$ cat config.mk
export PLATFORM = sky130hd
export DESIGN_NAME = difference_matte_alpha_unit
export DESIGN_NICKNAME = d
export VERILOG_FILES = /design/src/hw/rtl/dma_pkg.sv /design/src/hw/rtl/dma_front.sv /design/src/hw/rtl/dma_divider.sv /design/src/hw/rtl/difference_matte_alpha_unit.sv
export SDC_FILE = /design/constraint.sdc
export NUM_CORES = 2
export LEC_CHECK = 0
export BUFFER_PORTS_ARGS = -buffer_cell sky130_fd_sc_hd__buf_2
export CAP_MARGIN = 10
export CORE_UTILIZATION = 64
export CTS_CLUSTER_SIZE = 10
export DETAILED_ROUTE_END_ITERATION = 16
export PLACE_DENSITY_LB_ADDON = 0.15
export SETUP_SLACK_MARGIN = 0.15
export SLEW_MARGIN = 20
export SYNTH_ARGS = -nofsm -noshare
export SYNTH_HDL_FRONTEND = slang
export SYNTH_SLANG_ARGS = --single-unit
$ cat constraint.sdc
create_clock -name clk -period 31 [get_ports clk]
set_input_delay 1.55 -clock clk [delete_from_list [all_inputs] [get_ports clk]]
set_output_delay 1.55 -clock clk [all_outputs]
set_load 0.02 [all_outputs]
$ cat src/hw/rtl/dma_pkg.sv
// ----------------------------------------------------------------------------
// dma_pkg
// shared widths, register indexes, item types and constants of the
// difference matte alpha unit
// ----------------------------------------------------------------------------
package dma_pkg;

    localparam int CHANNEL_BITS = 16;

    // sum of three absolute channel differences
    localparam int SUM_W = CHANNEL_BITS + 2;

    // divide by three as multiply by ceil(2^k / 3) and shift by k
    localparam int DIV3_SHIFT = SUM_W + 1;
    localparam int DIV3_MUL   = ((1 << DIV3_SHIFT) + 2) / 3;
    localparam int PROD_W     = SUM_W + DIV3_SHIFT;

    localparam int NUM_IN_FIELDS = 7;
    localparam int IN_TDATA_W    = ((NUM_IN_FIELDS * CHANNEL_BITS + 7) / 8) * 8;
    localparam int OUT_TDATA_W   = ((CHANNEL_BITS + 7) / 8) * 8;

    localparam int CFG_INDEX_W = 1;
    localparam logic [CFG_INDEX_W-1:0] REG_TOLERANCE = 1'b0;
    localparam logic [CFG_INDEX_W-1:0] REG_FALLOFF   = 1'b1;

    typedef logic [CHANNEL_BITS-1:0] chan_t;

    typedef struct packed {
        chan_t image_red;
        chan_t image_green;
        chan_t image_blue;
        chan_t image_alpha;
        chan_t key_red;
        chan_t key_green;
        chan_t key_blue;
    } dma_pixel_t;

    // how the alpha of an item is finally formed
    typedef enum logic [1:0] {
        CLS_ZERO = 2'd0,
        CLS_RAMP = 2'd1,
        CLS_PASS = 2'd2
    } dma_class_t;

    typedef struct packed {
        dma_class_t cls;
        chan_t      alpha;
        chan_t      rem;
        chan_t      quot;
    } dma_item_t;

endpackage

$ cat src/hw/rtl/dma_front.sv
// ----------------------------------------------------------------------------
// dma_front
// four-stage front end: channel differences, sum, divide by three,
// classification against tolerance and falloff band
// ----------------------------------------------------------------------------
module dma_front (
    input  logic                            clk,
    input  logic                            rst_n,
    input  logic                            en,
    input  logic                            in_valid,
    input  dma_pkg::dma_pixel_t             pixel,
    input  logic [dma_pkg::CHANNEL_BITS-1:0] tolerance,
    input  logic [dma_pkg::CHANNEL_BITS-1:0] falloff,
    output logic                            out_valid,
    output dma_pkg::dma_item_t              item
);
    import dma_pkg::*;

    localparam int STAGES = 4;

    logic [STAGES-1:0] valid_reg;

    chan_t             diff_r_reg;
    chan_t             diff_g_reg;
    chan_t             diff_b_reg;
    chan_t             alpha1_reg;
    logic [SUM_W-1:0]  sum_reg;
    chan_t             alpha2_reg;
    logic [PROD_W-1:0] prod_reg;
    chan_t             alpha3_reg;
    dma_item_t         item_reg;

    chan_t               diff3;
    logic [CHANNEL_BITS:0] band_end;
    dma_item_t           item_next;

    function automatic chan_t abs_diff(input chan_t a, input chan_t b);
        abs_diff = (a > b) ? (a - b) : (b - a);
    endfunction

    always_ff @(posedge clk or negedge rst_n)
    begin
        if (!rst_n)
        begin
            valid_reg <= '0;
        end
        else if (en)
        begin
            valid_reg <= {valid_reg[STAGES-2:0], in_valid};
        end
    end

    always_comb
    begin
        diff3    = prod_reg[DIV3_SHIFT +: CHANNEL_BITS];
        band_end = {1'b0, tolerance} + {1'b0, falloff};
        item_next.alpha = alpha3_reg;
        item_next.rem   = diff3 - tolerance;
        item_next.quot  = '0;
        if (diff3 < tolerance)
        begin
            item_next.cls = CLS_ZERO;
        end
        else if ({1'b0, diff3} < band_end)
        begin
            item_next.cls = CLS_RAMP;
        end
        else
        begin
            item_next.cls = CLS_PASS;
        end
    end

    always_ff @(posedge clk)
    begin
        if (en)
        begin
            diff_r_reg <= abs_diff(pixel.key_red, pixel.image_red);
            diff_g_reg <= abs_diff(pixel.key_green, pixel.image_green);
            diff_b_reg <= abs_diff(pixel.key_blue, pixel.image_blue);
            alpha1_reg <= pixel.image_alpha;

            sum_reg    <= SUM_W'(diff_r_reg) + SUM_W'(diff_g_reg) + SUM_W'(diff_b_reg);
            alpha2_reg <= alpha1_reg;

            prod_reg   <= PROD_W'(sum_reg) * PROD_W'(DIV3_MUL);
            alpha3_reg <= alpha2_reg;

            item_reg   <= item_next;
        end
    end

    assign out_valid = valid_reg[STAGES-1];
    assign item      = item_reg;

endmodule

$ cat src/hw/rtl/dma_divider.sv
// ----------------------------------------------------------------------------
// dma_divider
// pipelined restoring divider: one quotient bit per stage, computes
// rem * 2^CHANNEL_BITS / falloff for items in the falloff band
// ----------------------------------------------------------------------------
module dma_divider (
    input  logic                             clk,
    input  logic                             rst_n,
    input  logic                             en,
    input  logic                             in_valid,
    input  dma_pkg::dma_item_t               in_item,
    input  logic [dma_pkg::CHANNEL_BITS-1:0] falloff,
    output logic                             out_valid,
    output dma_pkg::dma_item_t               out_item
);
    import dma_pkg::*;

    localparam int STAGES = CHANNEL_BITS;

    logic [STAGES-1:0] valid_reg;
    dma_item_t         stage_reg [STAGES];

    // partial remainder stays below falloff, so it fits the channel width
    function automatic dma_item_t div_step(input dma_item_t src, input chan_t den);
        logic [CHANNEL_BITS:0] shifted;
        logic                  take;
        dma_item_t             res;
        shifted = {src.rem, 1'b0};
        take    = (shifted >= {1'b0, den});
        res     = src;
        res.rem = take ? CHANNEL_BITS'(shifted - {1'b0, den})
                       : shifted[CHANNEL_BITS-1:0];
        res.quot = {src.quot[CHANNEL_BITS-2:0], take};
        div_step = res;
    endfunction

    always_ff @(posedge clk or negedge rst_n)
    begin
        if (!rst_n)
        begin
            valid_reg <= '0;
        end
        else if (en)
        begin
            valid_reg <= {valid_reg[STAGES-2:0], in_valid};
        end
    end

    always_ff @(posedge clk)
    begin
        if (en)
        begin
            stage_reg[0] <= div_step(in_item, falloff);
        end
    end

    for (genvar i = 1; i < STAGES; i++)
    begin : g_step
        always_ff @(posedge clk)
        begin
            if (en)
            begin
                stage_reg[i] <= div_step(stage_reg[i-1], falloff);
            end
        end
    end

    assign out_valid = valid_reg[STAGES-1];
    assign out_item  = stage_reg[STAGES-1];

endmodule

$ cat src/hw/rtl/difference_matte_alpha_unit.sv
// ----------------------------------------------------------------------------
// difference_matte_alpha_unit
// difference key matte: alpha from the distance between image and key color
// ----------------------------------------------------------------------------
// Takes one pixel item (image RGBA and key RGB) per clock, unless stalled, and
// returns one matte alpha item per pixel, in order. An item passes 21 register
// stages: 4 front-end stages (differences, sum, divide by three, band compare),
// CHANNEL_BITS = 16 divider stages that each resolve one bit of the falloff
// ramp quotient, and the output register. A two-entry output buffer keeps the
// pipeline moving while one result waits; the input stalls only when both
// entries are full. The user must write tolerance and falloff through
// cfg_we/cfg_index/cfg_data only while no item is in flight; the block itself
// does not enforce it.
module difference_matte_alpha_unit (
    input  logic                              clk,
    input  logic                              rst_n,

    input  logic                              s_axis_tvalid,
    output logic                              s_axis_tready,
    // image_red, image_green, image_blue, image_alpha, key_red, key_green, key_blue
    input  logic [dma_pkg::IN_TDATA_W-1:0]    s_axis_tdata,

    output logic                              m_axis_tvalid,
    input  logic                              m_axis_tready,
    // matte_alpha
    output logic [dma_pkg::OUT_TDATA_W-1:0]   m_axis_tdata,

    input  logic                              cfg_we,
    input  logic [dma_pkg::CFG_INDEX_W-1:0]   cfg_index,
    input  logic [dma_pkg::CHANNEL_BITS-1:0]  cfg_data
);
    import dma_pkg::*;

    chan_t      tolerance_reg;
    chan_t      falloff_reg;

    logic       en;
    dma_pixel_t pixel;
    logic       front_valid;
    dma_item_t  front_item;
    logic       div_valid;
    dma_item_t  div_item;
    chan_t      result_next;
    logic       load;

    logic       out_valid_reg;
    chan_t      out_data_reg;
    logic       skid_valid_reg;
    chan_t      skid_data_reg;

    always_ff @(posedge clk or negedge rst_n)
    begin
        if (!rst_n)
        begin
            tolerance_reg <= '0;
            falloff_reg   <= '0;
        end
        else if (cfg_we)
        begin
            case (cfg_index)
                REG_TOLERANCE: tolerance_reg <= cfg_data;
                REG_FALLOFF:   falloff_reg   <= cfg_data;
                default:       ;
            endcase
        end
    end

    assign pixel.image_red   = s_axis_tdata[0*CHANNEL_BITS +: CHANNEL_BITS];
    assign pixel.image_green = s_axis_tdata[1*CHANNEL_BITS +: CHANNEL_BITS];
    assign pixel.image_blue  = s_axis_tdata[2*CHANNEL_BITS +: CHANNEL_BITS];
    assign pixel.image_alpha = s_axis_tdata[3*CHANNEL_BITS +: CHANNEL_BITS];
    assign pixel.key_red     = s_axis_tdata[4*CHANNEL_BITS +: CHANNEL_BITS];
    assign pixel.key_green   = s_axis_tdata[5*CHANNEL_BITS +: CHANNEL_BITS];
    assign pixel.key_blue    = s_axis_tdata[6*CHANNEL_BITS +: CHANNEL_BITS];

    // whole pipeline advances while the skid entry is free
    assign en            = !skid_valid_reg;
    assign s_axis_tready = en;

    dma_front u_front (
        .clk       (clk),
        .rst_n     (rst_n),
        .en        (en),
        .in_valid  (s_axis_tvalid),
        .pixel     (pixel),
        .tolerance (tolerance_reg),
        .falloff   (falloff_reg),
        .out_valid (front_valid),
        .item      (front_item)
    );

    dma_divider u_divider (
        .clk       (clk),
        .rst_n     (rst_n),
        .en        (en),
        .in_valid  (front_valid),
        .in_item   (front_item),
        .falloff   (falloff_reg),
        .out_valid (div_valid),
        .out_item  (div_item)
    );

    always_comb
    begin
        case (div_item.cls)
            CLS_ZERO: result_next = '0;
            CLS_RAMP: result_next = (div_item.quot < div_item.alpha) ? div_item.quot
                                                                     : div_item.alpha;
            CLS_PASS: result_next = div_item.alpha;
            default:  result_next = div_item.alpha;
        endcase
    end

    assign load = div_valid && en;

    always_ff @(posedge clk or negedge rst_n)
    begin
        if (!rst_n)
        begin
            out_valid_reg  <= 1'b0;
            skid_valid_reg <= 1'b0;
        end
        else if (!out_valid_reg || m_axis_tready)
        begin
            if (skid_valid_reg)
            begin
                out_valid_reg  <= 1'b1;
                skid_valid_reg <= 1'b0;
            end
            else
            begin
                out_valid_reg <= load;
            end
        end
        else if (load)
        begin
            skid_valid_reg <= 1'b1;
        end
    end

    always_ff @(posedge clk)
    begin
        if (!out_valid_reg || m_axis_tready)
        begin
            out_data_reg <= skid_valid_reg ? skid_data_reg : result_next;
        end
        else if (load)
        begin
            skid_data_reg <= result_next;
        end
    end

    assign m_axis_tvalid = out_valid_reg;
    assign m_axis_tdata  = OUT_TDATA_W'(out_data_reg);

    // the skid entry is only used behind a full output register
    a_skid_behind_out: assert property (@(posedge clk) disable iff (!rst_n)
        skid_valid_reg |-> out_valid_reg)
        else $error("skid entry holds an item while the output register is empty");

    // an item classed into the band implies a nonzero falloff for the divider
    a_ramp_needs_falloff: assert property (@(posedge clk) disable iff (!rst_n)
        (front_valid && front_item.cls == CLS_RAMP) |-> falloff_reg != '0)
        else $error("band item with zero falloff");

    // the skid entry drains only into a taken output register
    a_skid_drain: assert property (@(posedge clk) disable iff (!rst_n)
        $fell(skid_valid_reg) |-> $past(m_axis_tready))
        else $error("skid entry dropped without the output being taken");

endmodule

* Yosys cells after proc, flatten, opt, wreduce, memory -nomap -nowiden
Memories as Yosys holds them, arrays and structs flattened.
Index checks and enable logic that the tools add are counted.
W data, S select, Z words.
** Operators by class
- Reductions and logical operators :: 9
- Eq/ne operators :: 1
- Multipliers :: 1
- Magnitude comparators :: 22
- Muxes and demuxes :: 27
- Bitwise gates (word level) :: 2
- $add $sub $neg :: 26
** Operators with widths (count)
- $sub A16 B16 Y16 :: 23
- $mux W16 :: 21
- $ge A17 B16 Y1 :: 16
- $gt A16 B16 Y1 :: 3
- $mul A18 B18 Y35 const B :: 1
- $add A16 B16 Y17 :: 2
- $lt A16 B16 Y1 :: 2
- $pmux W16 S2 :: 1
- $add A18 B16 Y18 :: 1
- $lt A16 B17 Y1 :: 1
- $reduce_and A2 Y1 :: 3
- $mux W1 :: 4
- $eq A2 B1 Y1 const B :: 1
- $logic_not A1 Y1 :: 2
- $logic_not A2 Y1 :: 1
- $mux W2 :: 1
- $not A1 Y1 :: 2
- $reduce_bool A2 Y1 :: 1
- $logic_and A1 B1 Y1 :: 1
- $logic_or A1 B1 Y1 :: 1
** Storage, ports and cells
- Bits of input ports :: 134
- Output and inout port bits :: 18
- RAM bits :: 800
- Memories :: 1
- Flip-flop bits (word level) :: 269
** Memory list
- u_divider.stage_reg :: depth 16, width 50, read ports 16, clocked after Yosys merged registers in 0, write ports 16, line dma_divider.sv:21 : dma_item_t stage_reg [STAGES];

* Longest topological paths before layout
An unclocked memory read counts as a cell.
- Word-level depth :: 5
- Depth in mapped cells :: 21
- Mapped depth without buffers :: 21

* Hierarchy
A second synthesis with hierarchy kept.
** Unflattened totals
- Cell total of the unflattened synthesis :: 4959
- Area total of the unflattened synthesis :: 58518.6 µm²
** Modules (own cells, without submodules)
- dma_divider :: area each 36475.0 µm², times used 1, cells each 2781
- dma_front :: area each 18520.3 µm², times used 1, cells each 1864
- difference_matte_alpha_unit :: area each 3523.4 µm², times used 1, cells each 314

* Worst setup path before layout
Ideal clock, no wire load.
- Kind :: reg2out
- From :: register skid_valid_reg
- To :: output port s_axis_tready
- Data arrival time :: 23121 ps
- Setup slack :: 6329 ps
- Cell stages (with the launch flop) :: 3
- Data required time :: 29450 ps
- Path through :: dfrtp_1 > inv_1 > clkbuf_1
** On the way
- Longest elaborated chain between the ends :: 1
** Ends and longest elaborated chain
- from (decl) :: line difference_matte_alpha_unit.sv:48 : logic skid_valid_reg;
- from (signal assigned) :: line difference_matte_alpha_unit.sv:121 : skid_valid_reg <= 1'b0;
- from (signal assigned) :: line difference_matte_alpha_unit.sv:128 : skid_valid_reg <= 1'b0;
- from (signal assigned) :: line difference_matte_alpha_unit.sv:137 : skid_valid_reg <= 1'b1;
- $logic_not A1 Y1 :: line difference_matte_alpha_unit.sv:77 : assign en = !skid_valid_reg;
- to (decl) :: line difference_matte_alpha_unit.sv:19 : output logic s_axis_tready,
No other way between the ends.

* Worst setup path after layout
- From :: register u_front.sum_reg[6]
- To :: register u_front.prod_reg[34] (data pin)
** On the way
- Longest elaborated chain between the ends :: 1
** Ends and longest elaborated chain
- from (decl) :: line dma_front.sv:27 : logic [SUM_W-1:0] sum_reg;
- from (signal assigned) :: line dma_front.sv:83 : sum_reg <= SUM_W'(diff_r_reg) + SUM_W'(diff_g_reg) + SUM_W'(diff_b_reg);
- $mul A18 B18 Y35 :: line dma_front.sv:86 : prod_reg <= PROD_W'(sum_reg) * PROD_W'(DIV3_MUL);
- to (signal assigned) :: line dma_front.sv:86
- to (decl) :: line dma_front.sv:29 : logic [PROD_W-1:0] prod_reg;
No other way between the ends.
A chain may end at the register's enable or synchronous reset.

==> flow_summary.toml <==
[routing]
firstDrtPassIters = 8
vias = 35787
drt_iter0_markers = 2078
wl_per_cell_um = 19.09
drc = 0
via_per_inst = 5.852
ant_nets = 0
wl_mm = 116.7

[global_routing]
grt-ovfl-total = 0
gr-usage-all-layers_pct = 26.79
grt_start_max_net_pins = 211
grt_pass1_vias = 35141
grt_pass1_wl_mm = 183.6
antenna_found_initial = 2

[synth]
synth_warnings = 0
synth_edf_count = 860
synth_ff_type = "edfxtp_1"
syn_area_um2 = 55420
ys_top_cells_by_count = "860 x edfxtp_1, 597 x ha_1, 503 x inv_1"
postSynthAreaPerCell_um2 = 11.81
synth_cells = 4694
yosysTopAreaCellShare_pct = 46.59
synth-seq-area-share_pct = 49.03
synth_area_leaders = "edfxtp_1 47%, ha_1 13%, fa_1 4.8%"
synth.largest_area_cell = "edfxtp_1"
synth_async_sr_flop_share_pct = 5.908
synth_cell_types = 88
yosysMostFrequentCell = "edfxtp_1"
syn-num-nets = 5557
synth_seq_cells = 914

[flow_run]
drv_cap = 0

[final_layout]
fill_cells = 6093
seqCellArea_um2 = 27180
largest_reg_flops = 664
fin_area_um2 = 60670
drive_above_1_share_pct = 10.10
multi_input_area_um2 = 26050
fin_util_pct = 71.03
syn_to_final_growth_pct = 9.463
antenna_cells = 0
fin_nets = 5781

[clock_network]
path_clk_slew_ns = 0.06
cts.htree.levels = 3
cts_sinks = 914
cts_tree = "yes"
cts_resized = 0
numCtsBuffers = 105
insertion_delay_ns = 0.68
post_cts_buffers = 0
cts_root_buf = "clkbuf_16"
postCtsHoldBufs = 0
clockBufferDepth = 3

[timing]
fin_worst_skew_ns = 0.04947
hold_viol_final = 0
maxSlewHeadroom_pct = 26.24
tightest_slew_ns = 1.106
fin_tns_setup_ns = 0
layout_min_cycle_time_ns = 6.549
maxSlewViolCount = 0
setup_violations = 0
min_period_over_period_pct = 21.13
timing.fmax_mhz = 152.7
rsz0062_at_grt = "false"

[worst_setup_path]
r2r_slack_ns = 24.45
cp-start-kind = "flop"
r2r_cells = 18
timing.rr.start = "u_front.sum_reg[6]$_DFFE_PN_"
arrival_ns = 6.97
worst-setup-path-type = "reg -> reg"
r2r_end = "u_front.prod_reg[34]$_DFFE_PN_"
cp-end-kind = "flop"
cp_data_required_time_ns = 31.42
crit_path_max_fanout = 6

[place]
io_buffers = 151
place_congestion = 0.8949
dp_hpwl_mm = 80.79
place_area_um2 = 57630

[worst_hold_path]
holdPathEnd = "u_divider.stage_reg[1][96]$_DFFE_PN_"
hp-start = "u_divider.stage_reg[1][46]$_DFFE_PN_"
holdPathStages = 0
min_path_type = "reg -> reg"

[outcome]
status = "finished, final reports clean"

[floorplan]
dieWidth_um = 296.3
fp.dieH_um = 296.3
rows = 107
start_util_pct = 64.89
num_io_pins = 152
design.die.area_um2 = 87780
coreArea_um2 = 85410
-- routing by layer --
layer / up-vias / GRT usage [%] / wire length, um
li1: 17544 / - / -
met4: 2 / 11.30 / 4541
met1: 17166 / 34.33 / 49540
met5: - / 0 / 11
met3: 209 / 3.223 / 5232
met2: 866 / 46.02 / 57400
-- cell usage in the layout (no fill, tap or decap), drive strengths merged, types with 85 or more instances in the layout --
cell type,n
edfxtp,860
nor2,271
nor2b,85
clkbuf,143
xor2,98
inv,504
o21ai,221
a21o,174
buf,194
a21oi,293
mux2,134
xnor2,185
fa,132
nand2,230
ha,597
-- how the worst max path moves through the flow --
stage	start	endpoint	cells after the start
after global placement	u_front.sum_reg[6]$_DFFE_PN_	u_front.prod_reg[34]$_DFFE_PN_	18
after global routing	u_front.sum_reg[5]$_DFFE_PN_	u_front.prod_reg[34]$_DFFE_PN_	20
after detailed placement	u_front.sum_reg[6]$_DFFE_PN_	u_front.prod_reg[34]$_DFFE_PN_	18
final	u_front.sum_reg[6]$_DFFE_PN_	u_front.prod_reg[34]$_DFFE_PN_	18
after floorplan	skid_valid_reg$_DFFE_PN0P_	s_axis_tready	2
after CTS	u_front.sum_reg[6]$_DFFE_PN_	u_front.prod_reg[34]$_DFFE_PN_	18
-- final cells by class --
| class | instances | area share, % |
|---|---|---|
| Clock buffer | 143 | 4.669 |
| Clock inverter | 17 | 0.2784 |
| Inverter | 503 | 3.124 |
| Multi-Input combinational cell | 3200 | 42.94 |
| Sequential cell | 914 | 44.80 |
| Tap cell | 1144 | 2.359 |
| Timing Repair Buffer | 194 | 1.831 |
-- metrics by stage --
stage	setup slack (ns)	hold WS, ns	instances
2_1_floorplan	6.329	0.4003	4694
3_5_place_dp	24.45	0.4045	5953
3_3_place_gp	24.55	0.4002	5953
5_1_grt	24.14	0.4071	6115
4_1_cts	24.43	0.4051	6113
6_report	24.45	0.4024	6115
-- cell families (layout without fill, tap and decap cells) --
family / after synthesis / after routing / share of synthesized area [%]
AOI/OAI and AO/OA: 1083 / 1083 / 12.67
xor gates and xnor gates: 283 / 283 / 4.472
adders and majority gates: 729 / 729 / 18.25
buffers and inverters: 580 / 857 / 4.039
DFF: 914 / 914 / 49.03
muxes: 171 / 171 / 3.398
and+or+nand+nor: 934 / 934 / 8.143
-- worst max-delay path: stages, from the launching register on --
cell and delay, ns:
edfxtp_1 0.54, ha_1 0.43, fa_1 0.55, inv_1 0.06, fa_1 0.49, fa_1 0.52, fa_1 0.51, fa_1 0.55
inv_1 0.04, ha_1 0.34, a21o_1 0.19, a211o_1 0.32, nor4_1 0.25, o21ai_0 0.26, a221oi_2 0.44, o21ai_1 0.24
a31o_2 0.30, a21oi_1 0.19, xnor2_1 0.09
Power is left out: the tool's default activity adds up to more than one toggle a clock period on the data nets, which glitch-free logic cannot reach.
